--- src/hw/rtl/xthd_pkg.sv ---
// Shared types, constants and the key ROM for the type-7 text decoder.
`default_nettype none
package xthd_pkg;

	localparam int KEY_LENGTH = 53;
	localparam int KEY_IDX_W  = 6;
	localparam int FIFO_DEPTH = 4;
	localparam int FIFO_PTR_W = 2;

	localparam logic [1:0] ST_OK          = 2'd0;
	localparam logic [1:0] ST_END_NO_BYTE = 2'd1;
	localparam logic [1:0] ST_BAD_LENGTH  = 2'd2;
	localparam logic [1:0] ST_BAD_DIGIT   = 2'd3;

	// One decoded word on its way from front to back.
	typedef struct packed {
		logic [7:0]           data;     // byte before the key XOR, 0 on error words
		logic [KEY_IDX_W-1:0] key_idx;
		logic                 xor_en;
		logic [1:0]           status;
		logic                 eos;
	} res_word_t;

	function automatic logic [7:0] key_rom(input logic [KEY_IDX_W-1:0] idx);
		logic [7:0] k;
		begin
			case (idx)
				6'd0:  k = 8'h64; 6'd1:  k = 8'h73; 6'd2:  k = 8'h66; 6'd3:  k = 8'h64;
				6'd4:  k = 8'h3b; 6'd5:  k = 8'h6b; 6'd6:  k = 8'h66; 6'd7:  k = 8'h6f;
				6'd8:  k = 8'h41; 6'd9:  k = 8'h2c; 6'd10: k = 8'h2e; 6'd11: k = 8'h69;
				6'd12: k = 8'h79; 6'd13: k = 8'h65; 6'd14: k = 8'h77; 6'd15: k = 8'h72;
				6'd16: k = 8'h6b; 6'd17: k = 8'h6c; 6'd18: k = 8'h64; 6'd19: k = 8'h4a;
				6'd20: k = 8'h4b; 6'd21: k = 8'h44; 6'd22: k = 8'h48; 6'd23: k = 8'h53;
				6'd24: k = 8'h55; 6'd25: k = 8'h42; 6'd26: k = 8'h73; 6'd27: k = 8'h67;
				6'd28: k = 8'h76; 6'd29: k = 8'h63; 6'd30: k = 8'h61; 6'd31: k = 8'h36;
				6'd32: k = 8'h39; 6'd33: k = 8'h38; 6'd34: k = 8'h33; 6'd35: k = 8'h34;
				6'd36: k = 8'h6e; 6'd37: k = 8'h63; 6'd38: k = 8'h78; 6'd39: k = 8'h76;
				6'd40: k = 8'h39; 6'd41: k = 8'h38; 6'd42: k = 8'h37; 6'd43: k = 8'h33;
				6'd44: k = 8'h32; 6'd45: k = 8'h35; 6'd46: k = 8'h34; 6'd47: k = 8'h6b;
				6'd48: k = 8'h3b; 6'd49: k = 8'h66; 6'd50: k = 8'h67; 6'd51: k = 8'h38;
				6'd52: k = 8'h37;
				default: k = 8'h00;
			endcase
			return k;
		end
	endfunction

	// {ok, value}: ok is 0 for anything outside 0-9.
	function automatic logic [4:0] dec_digit(input logic [7:0] c);
		logic [4:0] r;
		begin
			r = 5'd0;
			if (c >= 8'h30 && c <= 8'h39) r = {1'b1, 4'(c - 8'h30)};
			return r;
		end
	endfunction

	// {ok, value}: ok is 0 for anything outside 0-9, a-f, A-F.
	function automatic logic [4:0] hex_digit(input logic [7:0] c);
		logic [4:0] r;
		begin
			r = 5'd0;
			if (c >= 8'h30 && c <= 8'h39)
				r = {1'b1, 4'(c - 8'h30)};
			else if (c >= 8'h61 && c <= 8'h66)
				r = {1'b1, 4'(c - 8'h57)};
			else if (c >= 8'h41 && c <= 8'h46)
				r = {1'b1, 4'(c - 8'h37)};
			return r;
		end
	endfunction

endpackage
`default_nettype wire

--- src/hw/rtl/xor_table_password_hex_decoder_unit.sv ---
// Top level of the type-7 password text decoder.
`default_nettype none
// Decodes type-7 obfuscated password text, one ASCII character per push word,
// with final_char set on the last one. Two decimal index digits pick the start
// point in a 53-byte key table; each following hex pair yields one plain byte,
// XORed with the key and popped as one result word. The final character always
// yields one word with end_of_string set and a status: 0 with the last byte,
// 2 for a length under 4 or odd, 3 for a non-digit character. Characters
// that fail a check give no words until the final one. One character is taken
// every cycle while full is low; the parse state updates in the accepting cycle
// and a result word reaches the pop side through a four-word queue and an
// output register. full rises only when the queue is full, i.e. when the pop
// side has stalled.
module xor_table_password_hex_decoder_unit (
	input  wire logic       clk,
	input  wire logic       arst_n,
	input  wire logic       push,
	output logic            full,
	input  wire logic [7:0] text_char,
	input  wire logic       final_char,
	output logic            empty,
	input  wire logic       pop,
	output logic [7:0]      plain_byte,
	output logic [1:0]      status,
	output logic            end_of_string
);
	import xthd_pkg::*;

	logic      accept;
	logic      word_valid;
	res_word_t front_word;
	res_word_t q_word;
	logic      q_full, q_empty, q_pop;

	assign full   = q_full;
	assign accept = push && !q_full;

	xthd_front u_front (
		.clk        (clk),
		.arst_n     (arst_n),
		.accept     (accept),
		.text_char  (text_char),
		.final_char (final_char),
		.word_valid (word_valid),
		.word       (front_word)
	);

	xthd_fifo u_fifo (
		.clk     (clk),
		.arst_n  (arst_n),
		.wr_en   (word_valid),
		.wr_word (front_word),
		.full    (q_full),
		.rd_en   (q_pop),
		.rd_word (q_word),
		.empty   (q_empty)
	);

	xthd_back u_back (
		.clk           (clk),
		.arst_n        (arst_n),
		.q_empty       (q_empty),
		.q_word        (q_word),
		.q_pop         (q_pop),
		.pop           (pop),
		.empty         (empty),
		.plain_byte    (plain_byte),
		.status        (status),
		.end_of_string (end_of_string)
	);

endmodule
`default_nettype wire

--- src/hw/rtl/xthd_front.sv ---
// Front end: takes characters, tracks parse state, builds decode words.
`default_nettype none
module xthd_front (
	input  wire logic              clk,
	input  wire logic              arst_n,
	input  wire logic              accept,
	input  wire logic [7:0]        text_char,
	input  wire logic              final_char,
	output logic                   word_valid,
	output xthd_pkg::res_word_t    word
);
	import xthd_pkg::*;

	localparam logic [1:0] PH_IDX_HI = 2'd0;
	localparam logic [1:0] PH_IDX_LO = 2'd1;
	localparam logic [1:0] PH_HEX_HI = 2'd2;
	localparam logic [1:0] PH_HEX_LO = 2'd3;

	logic [1:0]           phase_q, phase_d;
	logic [3:0]           tens_q, tens_d;
	logic [3:0]           high_q, high_d;
	logic [KEY_IDX_W-1:0] key_idx_q, key_idx_d;
	logic                 odd_q, odd_d;
	logic                 saw_q, saw_d;
	logic                 err_q, err_d;

	logic [4:0]           dec, hex;
	logic [3:0]           dec_v, hex_v;
	logic [6:0]           start_sum;
	logic [KEY_IDX_W-1:0] start_idx, idx_inc;
	logic                 have_byte;
	logic [7:0]           pair_byte;
	logic [1:0]           status;

	assign dec   = dec_digit(text_char);
	assign hex   = hex_digit(text_char);
	assign dec_v = dec[4] ? dec[3:0] : 4'd0;
	assign hex_v = hex[4] ? hex[3:0] : 4'd0;

	// tens*10 + ones is below 100, so one conditional subtract reduces it
	assign start_sum = {tens_q, 3'b000} + {2'b00, tens_q, 1'b0} + {3'b000, dec_v};
	assign start_idx = (start_sum >= 7'(KEY_LENGTH)) ?
		KEY_IDX_W'(start_sum - 7'(KEY_LENGTH)) : KEY_IDX_W'(start_sum);
	assign idx_inc = (7'(key_idx_q) + 7'd1 >= 7'(KEY_LENGTH)) ?
		'0 : key_idx_q + KEY_IDX_W'(1);
	assign pair_byte = {high_q, hex_v};

	always_comb begin
		phase_d   = phase_q;
		tens_d    = tens_q;
		high_d    = high_q;
		key_idx_d = key_idx_q;
		saw_d     = saw_q;
		err_d     = err_q;
		have_byte = 1'b0;
		case (phase_q)
			PH_IDX_HI: begin
				tens_d  = dec_v;
				err_d   = err_q | ~dec[4];
				phase_d = PH_IDX_LO;
			end
			PH_IDX_LO: begin
				key_idx_d = start_idx;
				err_d     = err_q | ~dec[4];
				phase_d   = PH_HEX_HI;
			end
			PH_HEX_HI: begin
				high_d  = hex_v;
				err_d   = err_q | ~hex[4];
				phase_d = PH_HEX_LO;
			end
			PH_HEX_LO: begin
				err_d     = err_q | ~hex[4];
				have_byte = 1'b1;
				key_idx_d = idx_inc;
				saw_d     = 1'b1;
				phase_d   = PH_HEX_HI;
			end
			default: begin
				phase_d = PH_IDX_HI;
			end
		endcase
		odd_d = ~odd_q;

		if (odd_d || !saw_d)
			status = ST_BAD_LENGTH;
		else if (err_d)
			status = ST_BAD_DIGIT;
		else if (have_byte)
			status = ST_OK;
		else
			status = ST_END_NO_BYTE;

		if (!final_char)
			status = ST_OK;
	end

	assign word_valid   = accept && (final_char || (have_byte && !err_d));
	assign word.data    = (status == ST_OK) ? pair_byte : 8'h00;
	assign word.key_idx = key_idx_q;
	assign word.xor_en  = (status == ST_OK);
	assign word.status  = status;
	assign word.eos     = final_char;

	always_ff @(posedge clk or negedge arst_n) begin
		if (!arst_n) begin
			phase_q   <= PH_IDX_HI;
			tens_q    <= '0;
			high_q    <= '0;
			key_idx_q <= '0;
			odd_q     <= 1'b0;
			saw_q     <= 1'b0;
			err_q     <= 1'b0;
		end else if (accept) begin
			if (final_char) begin
				phase_q   <= PH_IDX_HI;
				tens_q    <= '0;
				high_q    <= '0;
				key_idx_q <= '0;
				odd_q     <= 1'b0;
				saw_q     <= 1'b0;
				err_q     <= 1'b0;
			end else begin
				phase_q   <= phase_d;
				tens_q    <= tens_d;
				high_q    <= high_d;
				key_idx_q <= key_idx_d;
				odd_q     <= odd_d;
				saw_q     <= saw_d;
				err_q     <= err_d;
			end
		end
	end

endmodule
`default_nettype wire

--- src/hw/rtl/xthd_fifo.sv ---
// Short queue of decode words between front and back.
`default_nettype none
module xthd_fifo (
	input  wire logic              clk,
	input  wire logic              arst_n,
	input  wire logic              wr_en,
	input  wire xthd_pkg::res_word_t wr_word,
	output logic                   full,
	input  wire logic              rd_en,
	output xthd_pkg::res_word_t    rd_word,
	output logic                   empty
);
	import xthd_pkg::*;

	res_word_t             mem_q [FIFO_DEPTH];
	logic [FIFO_PTR_W-1:0] wr_ptr_q, rd_ptr_q;
	logic [FIFO_PTR_W:0]   count_q;
	logic                  do_wr, do_rd;

	assign full    = (count_q == (FIFO_PTR_W+1)'(FIFO_DEPTH));
	assign empty   = (count_q == '0);
	assign do_wr   = wr_en && !full;
	assign do_rd   = rd_en && !empty;
	assign rd_word = mem_q[rd_ptr_q];

	always_ff @(posedge clk) begin
		if (do_wr) mem_q[wr_ptr_q] <= wr_word;
	end

	always_ff @(posedge clk or negedge arst_n) begin
		if (!arst_n) begin
			wr_ptr_q <= '0;
			rd_ptr_q <= '0;
			count_q  <= '0;
		end else begin
			if (do_wr) wr_ptr_q <= wr_ptr_q + FIFO_PTR_W'(1);
			if (do_rd) rd_ptr_q <= rd_ptr_q + FIFO_PTR_W'(1);
			if (do_wr && !do_rd)
				count_q <= count_q + (FIFO_PTR_W+1)'(1);
			else if (do_rd && !do_wr)
				count_q <= count_q - (FIFO_PTR_W+1)'(1);
		end
	end

endmodule
`default_nettype wire

--- src/hw/rtl/xthd_back.sv ---
// Back end: key ROM lookup, XOR, and the output word register.
`default_nettype none
module xthd_back (
	input  wire logic              clk,
	input  wire logic              arst_n,
	input  wire logic              q_empty,
	input  wire xthd_pkg::res_word_t q_word,
	output logic                   q_pop,
	input  wire logic              pop,
	output logic                   empty,
	output logic [7:0]             plain_byte,
	output logic [1:0]             status,
	output logic                   end_of_string
);
	import xthd_pkg::*;

	logic       valid_q;
	logic [7:0] byte_q;
	logic [1:0] status_q;
	logic       eos_q;
	logic [7:0] key;

	assign key   = key_rom(q_word.key_idx);
	// refill the output register whenever it is free or being drained
	assign q_pop = !q_empty && (!valid_q || pop);

	always_ff @(posedge clk or negedge arst_n) begin
		if (!arst_n) begin
			valid_q <= 1'b0;
		end else if (q_pop) begin
			valid_q <= 1'b1;
		end else if (pop) begin
			valid_q <= 1'b0;
		end
	end

	always_ff @(posedge clk) begin
		if (q_pop) begin
			byte_q   <= q_word.xor_en ? (q_word.data ^ key) : q_word.data;
			status_q <= q_word.status;
			eos_q    <= q_word.eos;
		end
	end

	assign empty         = !valid_q;
	assign plain_byte    = byte_q;
	assign status        = status_q;
	assign end_of_string = eos_q;

endmodule
`default_nettype wire
--- config.mk ---
export PLATFORM = sky130hd
export DESIGN_NAME = xor_table_password_hex_decoder_unit
export DESIGN_NICKNAME = d
export VERILOG_FILES = /design/src/hw/rtl/xthd_pkg.sv /design/src/hw/rtl/xor_table_password_hex_decoder_unit.sv /design/src/hw/rtl/xthd_front.sv /design/src/hw/rtl/xthd_fifo.sv /design/src/hw/rtl/xthd_back.sv
export SDC_FILE = /design/constraint.sdc
export NUM_CORES = 1
export LEC_CHECK = 0
export BUFFER_PORTS_ARGS = -buffer_cell sky130_fd_sc_hd__buf_4
export CORE_UTILIZATION = 53
export CTS_CLUSTER_SIZE = 14
export DETAILED_ROUTE_END_ITERATION = 16
export PLACE_DENSITY = 0.7
export REMOVE_ABC_BUFFERS = 1
export SLEW_MARGIN = 20
export SYNTH_ARGS = -nofsm -noshare
export SYNTH_HDL_FRONTEND = slang
export SYNTH_HIERARCHICAL = 1
export SYNTH_SLANG_ARGS = --single-unit
--- constraint.sdc ---
create_clock -name clk -period 7.4 [get_ports clk]
set_input_delay 1.11 -clock clk [delete_from_list [all_inputs] [get_ports clk]]
set_output_delay 1.11 -clock clk [all_outputs]
set_load 0.01 [all_outputs]
==> impl_metrics.ini <==
[yosys]
synth_top_flop_cell = edfxtp_1
synth_mux_area_share_pct = 8.20
synthSimpleGateAreaFrac_pct = 12.0
synth_area_leaders = edfxtp_1 (41%), dfrtp_1 (11%), mux4_2 (7.0%)
ys_warn_count = 6
synth_edf_count = 83
synth_top_family_by_area = compound AO/OA/AOI/OAI gates
seq_area_frac_synth_pct = 51.5
syn_inst = 497
synth_top_area_share_pct = 40.5
synthesis.area_um2 = 6150
ys_ff_latch = 110
synth_xor_xnor_area_share_pct = 2.71
synth_cell_types = 83
synth_area_per_cell_um2 = 12.4
synth_area_leader_cell = edfxtp_1
yosys.area_share.adder_pct = 6.68
synthArstFlopShare_pct = 24.5
synth-compound-area-share_pct = 14.2

[place]
portBuffers = 25
dp_hpwl_um = 8400
place_ws_ns = 2.83
gp_congestion = 0.858
placed_cell_area_um2 = 6380

[final_layout]
nNetsFinal = 552
fin_util_pct = 60.2
final_common_cell = edfxtp_1
design_area_um2 = 6670
fillers = 874
mostFrequentLayoutCells = edfxtp_1 (83), inv_1 (33), a21oi_1 (31)
multi_input_area_um2 = 2690
ff_latch_area_um2 = 3170
layout-drive-gt1-share_pct = 18.1
syn_to_final_growth_pct = 8.47
n_antenna_cell = 0

[floorplan]
die_y_um = 110
start_util_pct = 55.5
die-width_um = 110
rows = 38
ioPinCount = 26
die_area_um2 = 12000
core_um2 = 11100

[routing]
drtIter0Drc = 326
vias_per_cell = 6.18
dr.pass1.iters = 4
drc = 0
ant_nets = 0
via_count = 4036
routed_wl_um = 12000
wl_per_cell_um = 18.4

[global_routing]
grt_max_degree = 29
grt_usage_pct = 22.0
grt_pass1_wl_um = 19800
antenna_found_initial = 0
grt_pass1_vias = 3904
grt-ovfl-total = 0

[sta]
finalCriticalPeriod_ns = 4.21
maxSlewHeadroom_pct = 37.2
skew_ns = 0.0105
rsz0062_at_grt = no
finalSetupTns_ns = 0
setup_ws_ns = 3.19
setup_viol = 0
min_period_over_period_pct = 56.9
fmax_mhz = 237
tightest_slew_ns = 0.942
drv_slew = 0
hold_viol = 0

[clock_tree]
hold_buffers = 0
cts_setup_buffers = 0
cts_htree_levels = 3
cts_root_buffer = clkbuf_16
cts_buffer_depth = 2
tritoncts = done
cts.sinks = 110
cts_buffers = 9
cts_resized = 0
clk_latency_ns = 0.35
clk_pin_slew_ns = 0.08

[critical_path]
worstPathArrival_ns = 4.43
end_kind = flip-flop
timing.rr.start = u_fifo/rd_ptr_q[0]
critPathRequiredTime_ns = 7.61
crit_type = primary input to flip-flop
reg2reg_depth = 9
path_max_fanout = 6
rr_endpoint = u_back/plain_byte[6]
rrSetupSlack_ns = 4.12
critPathLaunchType = primary input

[min_path]
min_from = u_fifo/count_q[2]
holdPathStages = 1
holdPathEnd = u_fifo/count_q[2]
hp-class = flip-flop to flip-flop

[power]
power_density_nw_per_um2 = 368
power_mw = 2.46
leakage_nw = 2.49
max-vdd-ir-drop_uv = 190

[flow_run]
drv_cap = 0

[outcome]
status = finished, final reports clean
==> through the flow <==
step / cells / hold slack [ns]
3_3_place_gp: 637 / 0.467
2_1_floorplan: 469 / 0.445
3_5_place_dp: 637 / 0.476
6_report: 653 / 0.491
4_1_cts: 653 / 0.491
5_1_grt: 653 / 0.502
==> cells in the mapped netlist, drive strengths merged (8+ instances only) <==
cell,n
a21oi,33
buf,17
clkbuf,11
dfrtp,27
edfxtp,83
ha,28
inv,34
mux4,19
nand2,23
nand3,8
nor2,29
nor2b,14
nor3,9
o21ai,18
xnor2,13
==> logic make-up (layout without fill, tap and decap cells) <==
logic type / Yosys count / after routing
AND/OR/NAND/NOR: 128 / 128
AO/OA/AOI/OAI: 121 / 121
flip-flops: 110 / 110
buffers and inverters: 62 / 78
adder cells (fa/ha/maj): 31 / 31
multiplexers: 26 / 26
XOR/XNOR: 19 / 19
==> critical path, cell delays in order <==
cell and delay (ns):
buf_4 0.14, inv_1 0.10, ha_1 0.22, o21bai_4 0.10, nor3_1 0.36, fa_1 0.55, fa_1 0.54, nand2b_1 0.20
o311a_1 0.35, a221o_1 0.36, a221oi_1 0.30, nor4_1 0.09
==> power by group <==
group | leakage (nW) | total (mW) | internal (mW) | switching, mW
registers | 1.12 | 0.885 | 0.822 | 0.0639
clock network | 0.146 | 0.462 | 0.237 | 0.225
logic | 1.23 | 1.11 | 0.470 | 0.638
total | 2.49 | 2.46 | 1.53 | 0.927
==> how the worst max path moves through the flow <==
| stage | from | to | slack (ns) | cells past startpoint |
|---|---|---|---|---|
| after CTS | text_char[0] | u_front/key_idx_q[4] | 3.19 | 12 |
| after global placement | text_char[0] | u_front/key_idx_q[4] | 3.04 | 12 |
| after floorplan | text_char[0] | u_front/key_idx_q[4] | 3.36 | 11 |
| final | text_char[0] | u_front/key_idx_q[4] | 3.19 | 12 |
| after detailed placement | text_char[0] | u_front/key_idx_q[4] | 2.83 | 12 |
| after global routing | text_char[0] | u_front/key_idx_q[4] | 3.01 | 12 |
==> flip-flops by register name (all words and copies together) (netlist names) <==
name / count
u_front/key_idx_q: 6
u_front/odd_q: 1
u_fifo/rd_ptr_q: 2
u_back/plain_byte: 8
u_fifo/wr_ptr_q: 2
u_front/tens_q: 4
u_fifo/mem_q: 72
u_back/valid_q: 1
u_fifo/count_q: 3
u_back/end_of_string: 1
u_front/high_q: 4
u_front/err_q: 1
u_front/saw_q: 1
u_front/phase_q: 2
u_back/status: 2
==> layout make-up <==
cell class / count / area share, %
clock buffer: 9 / 3.38
clock inverter: 7 / 0.995
inverter: 34 / 1.95
multi-input combinational: 325 / 40.4
sequential: 110 / 47.5
tap: 140 / 2.63
timing repair buffer: 28 / 3.15
==> metal layers <==
| layer | share of wire (%) | global-route usage, % |
|---|---|---|
| met5 | 0 | 0 |
| met4 | 1.6 | 7.43 |
| met3 | 3.9 | 3.68 |
| met2 | 50 | 36.4 |
| met1 | 45 | 29.6 |
(Power assumes the default switching activity.)
